File: config.mk
export PLATFORM = sky130hd
export DESIGN_NAME = bounded_deque_with_remove_core
export DESIGN_NICKNAME = d
export VERILOG_FILES = /design/src/design/bdq_pkg.sv /design/src/design/bdq_ram.sv /design/src/design/bdq_engine.sv /design/src/design/bounded_deque_with_remove_core.sv
export VERILOG_INCLUDE_DIRS = /design/src /design/src/design
export SDC_FILE = /design/constraint.sdc
export NUM_CORES = 1
export LEC_CHECK = 0
export BUFFER_PORTS_ARGS = -buffer_cell sky130_fd_sc_hd__buf_2
export CORE_ASPECT_RATIO = 0.7
export CORE_MARGIN = 2
export CORE_UTILIZATION = 50
export DETAILED_ROUTE_END_ITERATION = 8
export GPL_TIMING_DRIVEN = 0
export HOLD_SLACK_MARGIN = 0.08
export PLACE_DENSITY = 0.66
export SKIP_LAST_GASP = 1
export SLEW_MARGIN = 20
export SYNTH_ARGS = -nofsm -noshare
export SYNTH_HDL_FRONTEND = slang
export SYNTH_SLANG_ARGS = --single-unit
File: constraint.sdc
create_clock -name clk_i -period 6.2 [get_ports clk_i]
set_clock_uncertainty 0.1 [all_clocks]
set_input_delay 0.93 -clock clk_i [delete_from_list [all_inputs] [get_ports clk_i]]
set_output_delay 0.93 -clock clk_i [all_outputs]
set_load 0.05 [all_outputs]
File: src/design/bounded_deque_with_remove_core_assert.svh
// Assertion macros shared by the deque RTL.
// BDQ_ASSERT is disabled while reset is held; BDQ_ASSERT_ALWAYS also checks
// during reset.
`ifndef BOUNDED_DEQUE_WITH_REMOVE_CORE_ASSERT_SVH
`define BOUNDED_DEQUE_WITH_REMOVE_CORE_ASSERT_SVH

`ifndef NO_ASSERTIONS
`define BDQ_ASSERT(lbl, prop, msg) \
  lbl: assert property (@(posedge clk_i) disable iff (!rst_ni) prop) \
    else $error(msg);
`define BDQ_ASSERT_ALWAYS(lbl, prop, msg) \
  lbl: assert property (@(posedge clk_i) prop) \
    else $error(msg);
`else
`define BDQ_ASSERT(lbl, prop, msg)
`define BDQ_ASSERT_ALWAYS(lbl, prop, msg)
`endif

`endif

File: src/design/bdq_pkg.sv
package bdq_pkg;

  // List geometry
  localparam int unsigned LIST_DEPTH = 16;
  localparam int unsigned IDX_W      = $clog2(LIST_DEPTH);
  localparam int unsigned CNT_W      = $clog2(LIST_DEPTH + 1);
  localparam int unsigned SUM_W      = CNT_W + 1;

  // Fixed field widths
  localparam int unsigned DATA_W     = 32;
  localparam int unsigned TYPE_W     = 3;
  localparam int unsigned STATUS_W   = 2;
  localparam int unsigned OUT_CNT_W  = 5;

  localparam logic [IDX_W-1:0] LAST_IDX = IDX_W'(LIST_DEPTH - 1);
  localparam logic [CNT_W-1:0] FULL_CNT = CNT_W'(LIST_DEPTH);

  typedef enum logic [TYPE_W-1:0] {
    REQ_PUSH_FRONT = 3'd0,
    REQ_PUSH_BACK  = 3'd1,
    REQ_POP_FRONT  = 3'd2,
    REQ_POP_BACK   = 3'd3,
    REQ_REMOVE     = 3'd4,
    REQ_FIND       = 3'd5
  } bdq_req_e;

  typedef enum logic [STATUS_W-1:0] {
    STAT_OK        = 2'd0,
    STAT_EMPTY     = 2'd1,
    STAT_NOT_FOUND = 2'd2,
    STAT_FULL      = 2'd3
  } bdq_status_e;

  typedef enum logic [1:0] {
    ST_IDLE,
    ST_SCAN,
    ST_SHIFT,
    ST_DONE
  } bdq_state_e;

  typedef struct packed {
    logic [TYPE_W-1:0]        req_type;
    logic signed [DATA_W-1:0] value;
  } bdq_req_t;

  typedef struct packed {
    logic [STATUS_W-1:0]  status;
    logic                 found;
    logic [OUT_CNT_W-1:0] entry_count;
  } bdq_res_t;

  // Ring slot of list position pos; the sum stays below twice the depth
  function automatic logic [IDX_W-1:0] slot_of(input logic [IDX_W-1:0] front,
                                               input logic [CNT_W-1:0] pos);
    logic [SUM_W-1:0] sum;
    sum = SUM_W'(front) + SUM_W'(pos);
    if (sum >= SUM_W'(LIST_DEPTH)) begin
      sum = sum - SUM_W'(LIST_DEPTH);
    end
    return sum[IDX_W-1:0];
  endfunction

  // Entry count as reported in a result
  function automatic logic [OUT_CNT_W-1:0] to_out_count(input logic [CNT_W-1:0] cnt);
    return OUT_CNT_W'(cnt);
  endfunction

endpackage

File: src/design/bdq_ram.sv
// Simple dual-port RAM: one write port, one read port, registered read data
module bdq_ram #(
  parameter int unsigned WIDTH = 32,
  parameter int unsigned DEPTH = 16
) (
  input  logic                     clk_i,
  input  logic                     wr_en_i,
  input  logic [$clog2(DEPTH)-1:0] wr_addr_i,
  input  logic [WIDTH-1:0]         wr_data_i,
  input  logic                     rd_en_i,
  input  logic [$clog2(DEPTH)-1:0] rd_addr_i,
  output logic [WIDTH-1:0]         rd_data_o
);

  logic [WIDTH-1:0] mem_q [DEPTH];
  logic [WIDTH-1:0] rd_data_q;

  always_ff @(posedge clk_i) begin
    if (wr_en_i) begin
      mem_q[wr_addr_i] <= wr_data_i;
    end
    if (rd_en_i) begin
      rd_data_q <= mem_q[rd_addr_i];
    end
  end

  assign rd_data_o = rd_data_q;

endmodule

File: src/design/bdq_engine.sv
`include "bounded_deque_with_remove_core_assert.svh"

// Request sequencer: ring pointers, entry memory, scan and shift passes
module bdq_engine (
  input  logic              clk_i,
  input  logic              rst_ni,
  input  logic              req_valid_i,
  output logic              req_ready_o,
  input  bdq_pkg::bdq_req_t req_i,
  output logic              res_valid_o,
  input  logic              res_ready_i,
  output bdq_pkg::bdq_res_t res_o
);

  bdq_pkg::bdq_state_e              state_q, state_d;
  bdq_pkg::bdq_req_t                req_q, req_d;
  bdq_pkg::bdq_status_e             status_q, status_d;
  logic [bdq_pkg::IDX_W-1:0]        front_q, front_d;
  logic [bdq_pkg::CNT_W-1:0]        count_q, count_d;
  logic [bdq_pkg::CNT_W-1:0]        pos_q, pos_d;
  logic [bdq_pkg::CNT_W-1:0]        wr_pos_q, wr_pos_d;
  logic                             pend_q, pend_d;
  logic                             found_q, found_d;

  logic                             accept;
  logic                             empty;
  logic                             full;
  logic                             rd_more;
  logic                             match;
  logic                             rd_en;
  logic                             wr_en;
  logic [bdq_pkg::IDX_W-1:0]        rd_addr;
  logic [bdq_pkg::IDX_W-1:0]        wr_addr;
  logic [bdq_pkg::DATA_W-1:0]       wr_data;
  logic [bdq_pkg::DATA_W-1:0]       rd_data;

  // Status flags
  assign empty       = (count_q == '0);
  assign full        = (count_q == bdq_pkg::FULL_CNT);
  assign rd_more     = (pos_q < count_q);
  assign req_ready_o = (state_q == bdq_pkg::ST_IDLE) && res_ready_i;
  assign accept      = req_valid_i && req_ready_o;
  // Read data arriving now belongs to position pos_q - 1
  assign match       = (state_q == bdq_pkg::ST_SCAN) && pend_q &&
                       (rd_data == $unsigned(req_q.value));

  // Entry memory
  bdq_ram #(
    .WIDTH (bdq_pkg::DATA_W),
    .DEPTH (bdq_pkg::LIST_DEPTH)
  ) u_ram (
    .clk_i     (clk_i),
    .wr_en_i   (wr_en),
    .wr_addr_i (wr_addr),
    .wr_data_i (wr_data),
    .rd_en_i   (rd_en),
    .rd_addr_i (rd_addr),
    .rd_data_o (rd_data)
  );

  // Next state
  always_comb begin
    state_d = state_q;
    case (state_q)
      bdq_pkg::ST_IDLE: begin
        if (accept && !empty &&
            (req_i.req_type == bdq_pkg::REQ_REMOVE ||
             req_i.req_type == bdq_pkg::REQ_FIND)) begin
          state_d = bdq_pkg::ST_SCAN;
        end
      end
      bdq_pkg::ST_SCAN: begin
        if (match) begin
          state_d = (req_q.req_type == bdq_pkg::REQ_REMOVE) ? bdq_pkg::ST_SHIFT
                                                             : bdq_pkg::ST_DONE;
        end else if (pend_q && !rd_more) begin
          state_d = bdq_pkg::ST_DONE;
        end
      end
      bdq_pkg::ST_SHIFT: begin
        if (!pend_q) begin
          state_d = bdq_pkg::ST_DONE;
        end
      end
      bdq_pkg::ST_DONE: begin
        if (res_ready_i) begin
          state_d = bdq_pkg::ST_IDLE;
        end
      end
      default: begin
        state_d = bdq_pkg::ST_IDLE;
      end
    endcase
  end

  // Outputs, memory control and datapath updates
  always_comb begin
    front_d           = front_q;
    count_d           = count_q;
    pos_d             = pos_q;
    wr_pos_d          = wr_pos_q;
    found_d           = found_q;
    status_d          = status_q;
    req_d             = req_q;
    rd_en             = 1'b0;
    rd_addr           = bdq_pkg::slot_of(front_q, pos_q);
    wr_en             = 1'b0;
    wr_addr           = bdq_pkg::slot_of(front_q, wr_pos_q);
    wr_data           = rd_data;
    res_valid_o       = 1'b0;
    res_o.status      = bdq_pkg::STAT_OK;
    res_o.found       = 1'b0;
    res_o.entry_count = bdq_pkg::to_out_count(count_q);

    case (state_q)
      bdq_pkg::ST_IDLE: begin
        if (accept) begin
          req_d       = req_i;
          pos_d       = '0;
          found_d     = 1'b0;
          status_d    = bdq_pkg::STAT_OK;
          res_valid_o = 1'b1;
          case (req_i.req_type)
            bdq_pkg::REQ_PUSH_FRONT: begin
              if (full) begin
                res_o.status = bdq_pkg::STAT_FULL;
              end else begin
                front_d = (front_q == '0) ? bdq_pkg::LAST_IDX
                                          : front_q - bdq_pkg::IDX_W'(1);
                wr_en   = 1'b1;
                wr_addr = front_d;
                wr_data = $unsigned(req_i.value);
                count_d = count_q + bdq_pkg::CNT_W'(1);
              end
            end
            bdq_pkg::REQ_PUSH_BACK: begin
              if (full) begin
                res_o.status = bdq_pkg::STAT_FULL;
              end else begin
                wr_en   = 1'b1;
                wr_addr = bdq_pkg::slot_of(front_q, count_q);
                wr_data = $unsigned(req_i.value);
                count_d = count_q + bdq_pkg::CNT_W'(1);
              end
            end
            bdq_pkg::REQ_POP_FRONT: begin
              if (empty) begin
                res_o.status = bdq_pkg::STAT_EMPTY;
              end else begin
                front_d = (front_q == bdq_pkg::LAST_IDX) ? '0
                                                         : front_q + bdq_pkg::IDX_W'(1);
                count_d = count_q - bdq_pkg::CNT_W'(1);
              end
            end
            bdq_pkg::REQ_POP_BACK: begin
              if (empty) begin
                res_o.status = bdq_pkg::STAT_EMPTY;
              end else begin
                count_d = count_q - bdq_pkg::CNT_W'(1);
              end
            end
            bdq_pkg::REQ_REMOVE, bdq_pkg::REQ_FIND: begin
              if (empty) begin
                res_o.status = bdq_pkg::STAT_EMPTY;
              end else begin
                res_valid_o = 1'b0;
              end
            end
            default: begin
              res_o.status = bdq_pkg::STAT_OK;
            end
          endcase
          res_o.entry_count = bdq_pkg::to_out_count(count_d);
        end
      end
      // One read per cycle; each read's data is compared once the registered read data arrives
      bdq_pkg::ST_SCAN: begin
        rd_en = rd_more;
        if (pend_q) begin
          if (match) begin
            found_d  = 1'b1;
            status_d = bdq_pkg::STAT_OK;
            wr_pos_d = pos_q - bdq_pkg::CNT_W'(1);
          end else if (!rd_more) begin
            status_d = bdq_pkg::STAT_NOT_FOUND;
          end
        end
      end
      // Move each later entry one place toward the front; the write trails
      // the read by two positions, so the ports never hit the same entry
      bdq_pkg::ST_SHIFT: begin
        rd_en    = rd_more;
        wr_en    = pend_q;
        wr_pos_d = wr_pos_q + bdq_pkg::CNT_W'(pend_q);
        if (!pend_q) begin
          count_d = count_q - bdq_pkg::CNT_W'(1);
        end
      end
      bdq_pkg::ST_DONE: begin
        res_valid_o       = 1'b1;
        res_o.status      = status_q;
        res_o.found       = found_q;
        res_o.entry_count = bdq_pkg::to_out_count(count_q);
      end
      default: begin
        res_valid_o = 1'b0;
      end
    endcase

    if (rd_en) begin
      pos_d = pos_q + bdq_pkg::CNT_W'(1);
    end
  end

  assign pend_d = rd_en;

  // Control state
  always_ff @(posedge clk_i or negedge rst_ni) begin
    if (!rst_ni) begin
      state_q <= bdq_pkg::ST_IDLE;
      front_q <= '0;
      count_q <= '0;
      pend_q  <= 1'b0;
    end else begin
      state_q <= state_d;
      front_q <= front_d;
      count_q <= count_d;
      pend_q  <= pend_d;
    end
  end

  // Request payload and scan bookkeeping
  always_ff @(posedge clk_i) begin
    req_q    <= req_d;
    pos_q    <= pos_d;
    wr_pos_q <= wr_pos_d;
    found_q  <= found_d;
    status_q <= status_d;
  end

  `BDQ_ASSERT(a_count_bound, count_q <= bdq_pkg::FULL_CNT, "count above depth")
  `BDQ_ASSERT(a_front_bound, front_q <= bdq_pkg::LAST_IDX, "front index out of range")
  `BDQ_ASSERT(a_port_split, (wr_en && rd_en) |-> (wr_addr != rd_addr), "read/write collision")
  `BDQ_ASSERT(a_remove_dec, (state_q == bdq_pkg::ST_SHIFT && !pend_q) |=> (count_q == $past(count_q) - bdq_pkg::CNT_W'(1)), "remove did not shrink list")

endmodule

File: src/design/bounded_deque_with_remove_core.sv
// Bounded double-ended queue of signed 32-bit values with find and remove.
// Each request (push front/back, pop front/back, remove first occurrence,
// find) returns one result with status, found flag and entry count. Entries
// live in a 16-deep ring held in a simple dual-port RAM with registered read.
// Pushes, pops, unused request codes and find/remove on an empty list finish
// in the accept cycle and appear on the output in the next cycle. Find scans
// the list front to back through the RAM read port, one entry per cycle.
// A successful remove adds a shift pass that moves each later entry one
// slot forward, one per cycle. One request is in work at a time; the next
// is taken once the result has moved into the output register, which
// holds it while the output is stalled.
module bounded_deque_with_remove_core (
  input  logic              clk_i,
  input  logic              rst_ni,
  input  logic              in_valid_i,
  output logic              in_stall_o,
  input  bdq_pkg::bdq_req_t in_req_i,
  output logic              out_valid_o,
  input  logic              out_stall_i,
  output bdq_pkg::bdq_res_t out_res_o
);

  logic              eng_ready;
  logic              res_valid;
  logic              res_ready;
  bdq_pkg::bdq_res_t res;
  logic              out_valid_q, out_valid_d;
  bdq_pkg::bdq_res_t out_res_q, out_res_d;

  assign in_stall_o = !eng_ready;

  bdq_engine u_engine (
    .clk_i       (clk_i),
    .rst_ni      (rst_ni),
    .req_valid_i (in_valid_i),
    .req_ready_o (eng_ready),
    .req_i       (in_req_i),
    .res_valid_o (res_valid),
    .res_ready_i (res_ready),
    .res_o       (res)
  );

  // Output register: loads when empty or being drained this cycle
  assign res_ready = !out_valid_q || !out_stall_i;

  always_comb begin
    out_valid_d = out_valid_q;
    out_res_d   = out_res_q;
    if (res_valid && res_ready) begin
      out_valid_d = 1'b1;
      out_res_d   = res;
    end else if (!out_stall_i) begin
      out_valid_d = 1'b0;
    end
  end

  always_ff @(posedge clk_i or negedge rst_ni) begin
    if (!rst_ni) begin
      out_valid_q <= 1'b0;
    end else begin
      out_valid_q <= out_valid_d;
    end
  end

  always_ff @(posedge clk_i) begin
    out_res_q <= out_res_d;
  end

  assign out_valid_o = out_valid_q;
  assign out_res_o   = out_res_q;

endmodule
; Word level (Yosys, flattened, before mapping)
; Memories as Yosys holds them, arrays and structs flattened. A register that Yosys moved wholly into a read port is not among the register bits.
; Index checks and enable logic that the tools add are counted.
[op_classes]
addsub = 13
order_cmp = 4
eq_ne = 23
mux = 64
reduce_logical = 38
[op_table]
columns = cell, count
row1 = $mux 32, 4
row2 = $mux 5, 10
row3 = $mux 4, 11
row4 = $eq 32x32->1, 1
row5 = $pmux 5 s2, 3
row6 = $mux 2, 11
row7 = $add 4x5->6, 3
row8 = $ge 6x5->1 const B, 3
row9 = $mux 1, 16
row10 = $pmux 4 s2, 2
row11 = $sub 4x1->4 const B, 4
row12 = $pmux 2 s2, 3
row13 = $reduce_and 4->1, 3
row14 = $reduce_bool 2->1, 6
row15 = $add 5x1->5 const B, 2
row16 = $ne 2x2->1 const B, 5
row17 = $sub 5x1->5 const B, 2
row18 = $eq 3x3->1 const B, 3
row19 = $logic_and 1x1->1, 8
row20 = $ne 2x1->1 const B, 4
row21 = $pmux 2 s4, 1
row22 = $reduce_or 2->1, 4
row23 = $eq 3x2->1 const B, 2
row24 = $pmux 1 s2, 3
row25 = 20 further kinds, 28
[word_totals]
regBits = 69
mem_bits_rw = 512
inputBits = 39
output_inout_bits = 10
wordCells = 157
n_memories = 1
[memory_table]
columns = name, depth, word_bits, rd, rd_ports_with_merged_regs, wr, line
row1 = u_engine.u_ram.mem_q, 16, 32, 1, 1, 1, bdq_ram.sv:15  ; logic [WIDTH-1:0] mem_q [DEPTH];

; Logic depth before layout (Yosys ltp)
[depth]
ltp_word = 8
ltp_mapped = 10
depth_no_buf = 8

; Cells and area by module
; Synthesis repeated with hierarchy kept, for this count alone.
[hier_totals]
hier_cells = 1247
hier_area_um2 = 24556.1
[modules_own_cells]
columns = module, n_inst, cells_per_inst, area_each_um2, seq_area_each_um2
row1 = bdq_ram, 1, 838, 20155.6, 16335.7
row2 = bdq_engine, 1, 396, 4108.9, 1681.6
row3 = bounded_deque_with_remove_core, 1, 13, 291.5, 265.3

; Least setup slack after synthesis
; No wires, ideal clock.
[synth_path]
path_kind = input-to-reg
from = input port out_stall_i
to = memory u_engine.u_ram.mem_q[3][0], enable pin
setup_time_ps = 461
t_arrival_ps = 4247
t_required_ps = 5639
setup_slack_ps = 1392
cell_stages = 6
n_path_buf = 1
cell_sequence = a21bo_4 nand4b_4 and2_1 or2_1 clkbuf_1 nor3_1
[synth_between]
elab_chain_len = 8
elab_cells_between_ends = 10
cone_classes = mux: 6 / reduce/logical: 4
[synth_lines]
columns = item, line
row1 = from (decl), bounded_deque_with_remove_core.sv:19  ; input logic out_stall_i,
row2 = $logic_not 1->1 (*), n/a
row3 = $logic_or 1x1->1 (*), bounded_deque_with_remove_core.sv:44  ; assign res_ready = !out_valid_q || !out_stall_i;
row4 = $logic_and 1x1->1 (*), bdq_engine.sv:41  ; assign req_ready_o = (state_q == bdq_pkg::ST_IDLE) && res_ready_i;
row5 = $logic_and 1x1->1 (*), bdq_engine.sv:42  ; assign accept = req_valid_i && req_ready_o;
row6 = $mux 1, bdq_engine.sv:117  ; if (accept) begin
row7 = $pmux 1 s2, bdq_engine.sv:115  ; case (state_q)
row8 = $mux 1, bdq_ram.sv:19  ; if (wr_en_i) begin
row9 = $mux 1 (implied by the code), bdq_ram.sv:20  ; mem_q[wr_addr_i] <= wr_data_i;
row10 = to (decl), bdq_ram.sv:15
; Every way passes the cells marked *; elsewhere a longest branch is shown, timed or not.

; Worst setup path in the final report
[layout_path]
from = register u_engine.front_q[1] in the netlist's numbering
to = register u_engine.u_ram.rd_data_q[23], in the netlist u_engine.u_ram.rd_data_o[23], read port of u_engine.u_ram.mem_q, data pin
[layout_between]
elab_chain_len = 3
elab_cells_between_ends = 4
cone_classes = add/sub: 2 / order compare: 1 / mux: 1
[layout_lines]
columns = item, line
row1 = from (decl), bdq_engine.sv:18  ; logic [bdq_pkg::IDX_W-1:0] front_q, front_d;
row2 = from (signal assigned), bdq_engine.sv:226  ; front_q <= front_d;
row3 = $add 4x5->6 (*), bdq_pkg.sv:56  ; sum = SUM_W'(front) + SUM_W'(pos);
row4 = $ge 6x5->1 or $sub 4x1->4 (tied branches), "bdq_pkg.sv:57, bdq_pkg.sv:58"
row5 = $mux 4 (*), bdq_pkg.sv:57  ; if (sum >= SUM_W'(LIST_DEPTH)) begin
row6 = to (decl), bdq_ram.sv:16  ; logic [WIDTH-1:0] rd_data_q;
; Marks and branches as above.
; A chain may end at the register's enable or synchronous reset.

==> impl_metrics.csv <==
group,metric,value,unit
timing,fin_crit,4.202,ns
global_route,grt_pass1_wl,88.82,mm
synthesis,synth_nets,1363,
timing,maxSlewHeadroom,0.3486,
worst_setup_path,startpoint_type,"flop",
synthesis,ys_seq_area_frac,0.7373,
global_route,antenna_found_initial,1,
timing,slew_viol_final,0,
synthesis,synth-xor-area-share,0.01731,
timing,tns,0,ns
clock_tree,cts_num_sinks,611,
synthesis,synth_top_area_frac,0.7242,
placement,dpl.hpwl,40.35,mm
synthesis,synth.distinct_cells,60,
detailed_routing,dr.max_layer_used,"met4",
worst_setup_path,timing.setup.critical_path_class,"reg -> reg",
die,ios,49,
timing,finalCritPeriodShare,0.6777,
synthesis,synth.avg_cell_area,19.13,µm²
detailed_routing,avgRoutedWirePerCell,28.35,µm
die,die_y,190.3,µm
detailed_routing,drt_wl_total,61.32,mm
clock_tree,numCtsBuffers,56,
synthesis,yosys.area.top_type,"edfxtp_1",
global_route,grt_pass1_vias,13050,
run_status,status,"finished clean",
placement,routabilityCongestion,0.8257,
clock_tree,clk_pin_slew_worst_paths,0.07,ns
synthesis,yosys_warnings,0,
detailed_routing,avgViaCountPerCell,6.104,
synthesis,synthMuxAreaShare,0.1338,
final_layout,layout.nets,1520,
clock_tree,htreeDepth,2,
timing,clock.fmax,0.2380,GHz
hold_path,hold_class,"in -> async",
synthesis,synth_compound_area_frac,0.03885,
die,rows,68,
worst_setup_path,crit_required,6.48,ns
timing,hold_violations,0,
die,start_util,0.5051,
worst_setup_path,crit_arrival,4.48,ns
synthesis,synth-edff-count,598,
detailed_routing,drt_pass1_iterations,8,
timing,worst_pin_slew,0.9771,ns
timing,grt_setup_unrepaired,"false",
global_route,grt_use_total,0.2413,
worst_setup_path,slowest_stage,"clkbuf_1",
synthesis,synth_top_family_by_area,"multiplexers",
synthesis,synthTopCellsByCount,"598 x edfxtp_1, 128 x mux4_2, 86 x nand2_1",
global_route,grt_max_degree,38,
clock_tree,cts_setup_buffers,0,
worst_setup_path,crit_chain,"inv_1, fa_1, xor2_2, clkbuf_1, clkbuf_1, nand2_1, a31oi_1",
clock_tree,cts-resized-gates,0,
die,core-area,0.04909,mm²
worst_setup_path,critPathMostFrequentCell,"clkbuf_1",
worst_setup_path,max_stage_delay,0.71,ns
die,die_w,270.2,µm
detailed_routing,drc_errors,0,
timing,setup_viol,0,
clock_tree,cts_tree,"yes",
synthesis,synthSimpleGateAreaFrac,0.04259,
detailed_routing,m1WireLength,27.15,mm
synthesis,synth.cell_area,0.02480,mm²
detailed_routing,wl_met3,6.385,mm
global_route,gr-total-overflow,0,
run,drv_cap,0,
synthesis,ys.flop_type,"edfxtp_1",
synthesis,ys_top_cells_by_area,"edfxtp_1 72%, mux4_2 12%, mux2_1 1.5%",
final_layout,area_delta_synth_final,14.29,%
synthesis,synthArstFlopShare,0.02128,
die,dieArea,0.05142,mm²
worst_setup_path,crit_fanout,10,
detailed_routing,vias,13200,
final_layout,final_layout_size_suffix_gt1_frac,0.2452,
synthesis,synth-seq-cells,611,
clock_tree,cts_buffer_depth,3,
clock_tree,cts_hold_buf,0,
clock_tree,clock_latency,0.60,ns
detailed_routing,drt_iter0_markers,1746,
clock_tree,cts-root-buf,"clkbuf_16",
placement,port-buffer-count,48,
synthesis,syn_inst,1296,
detailed_routing,wl_met2,26.43,mm
synthesis,synth.most_common_cell,"edfxtp_1",
detailed_routing,ant_nets,0,
final_layout,final_util,0.5773,
worst_setup_path,crit_path_end_kind,"flop",
synthesis,synthAdderAreaFrac,0.01504,
## critical path: cells and delay by family (launching register included)
family / cells / cell delay, ns
AOI/OAI and AO/OA: 1 / 0.36
adders and majority gates: 1 / 0.54
and+or+nand+nor: 1 / 0.13
DFF: 1 / 0.59
xor gates and xnor gates: 1 / 0.68
buffers and inverters: 3 / 1.56
## worst paths after layout
check / slack, ns / end / start / cells after the start
max reg2reg: 2.00 / u_engine.u_ram.rd_data_o[23]$_DFFE_PP_ / u_engine.front_q[1]$_DFFE_PN0P_ / 7
max in group asynchronous: 5.56 / u_engine.state_q[1]$_DFFE_PN0P_ / rst_ni / 1
min reg2reg: 0.44 / out_res_o[5]$_SDFFCE_PN0P_ / u_engine.found_q$_DFFE_PP_ / 1
max: 2.00 / u_engine.u_ram.rd_data_o[23]$_DFFE_PP_ / u_engine.front_q[1]$_DFFE_PN0P_ / 7
min in group clk_i: 0.41 / u_engine.req_q[26]$_DFFE_PP_ / in_req_i[26] / 1
min: 0.15 / u_engine.front_q[2]$_DFFE_PN0P_ / rst_ni / 1
## layout by cell type, fill, tap and decap left out, drive strengths merged, types with 2 or more instances in the layout
cell      instances
inv              23
mux4            128
nand2b            9
xnor2            40
a211oi           35
mux2i             3
or2               2
xor2              9
or3b              2
clkinvlp          3
and3              2
edfxtp          598
a31oi            36
nand4             7
o21a              2
o21ai            24
and2             37
bufinv            4
o22ai             4
o311ai            2
mux2             36
nand3            16
fa                3
dfrtp            13
buf             132
nor3             14
o31ai             3
o211ai            3
nor2b             5
clkinv           34
nand2            86
a21o              7
ha               25
nor2             25
clkbuf           90
a21oi            19
## logic make-up (layout without fill, tap and decap cells)
| group | after synthesis | count (layout) |
|---|---|---|
| compound gates | 144 | 144 |
| xor+xnor | 49 | 49 |
| fa+ha+maj | 28 | 28 |
| buf+inv | 85 | 286 |
| flops | 611 | 611 |
| mux | 167 | 167 |
| other cells | 0 | 1 |
| simple gates | 212 | 212 |
## sequential cells by signal, summed over array words and instances, names as in the netlist, 2 cells and up
name                      count
u_engine.u_ram.mem_q        512
u_engine.req_q               35
u_engine.u_ram.rd_data_o     32
out_res_o                     8
u_engine.count_q              5
u_engine.pos_q                5
u_engine.front_q              4
u_engine.wr_pos_q             4
u_engine.state_q              2
## cell type report
class	count	area (µm²)
antenna	1	2.502
clock inverter	40	326.6
fill	3660	20750
clock buffer	62	1445
tap	665	832.0
timing repair buffer	99	812.0
sequential	611	18280
inverter	24	92.59
multi-input combinational	600	6262
buffer	61	285.3
## per-stage QoR
stage	cells	hold WS [ns]	worst slack (ns)	area (µm²)
6_report	2163	0.1535	1.998	28340
4_1_cts	2162	0.1494	1.995	28340
3_5_place_dp	2060	0.4198	2.009	26570
2_1_floorplan	1296	0.3841	1.392	24800
5_1_grt	2163	0.1610	1.795	28340
3_3_place_gp	2009	0.4106	-2.311	25870
## routing by layer
layer / track usage / vias up
li1: - / 5565
met1: 0.3773 / 6888
met2: 0.3437 / 663
met3: 0.05704 / 86
met4: 0.05971 / 0
met5: 0 / -
Power is not shown: default switching activity piles up to over one toggle a cycle in this logic, so the estimate is an artifact.
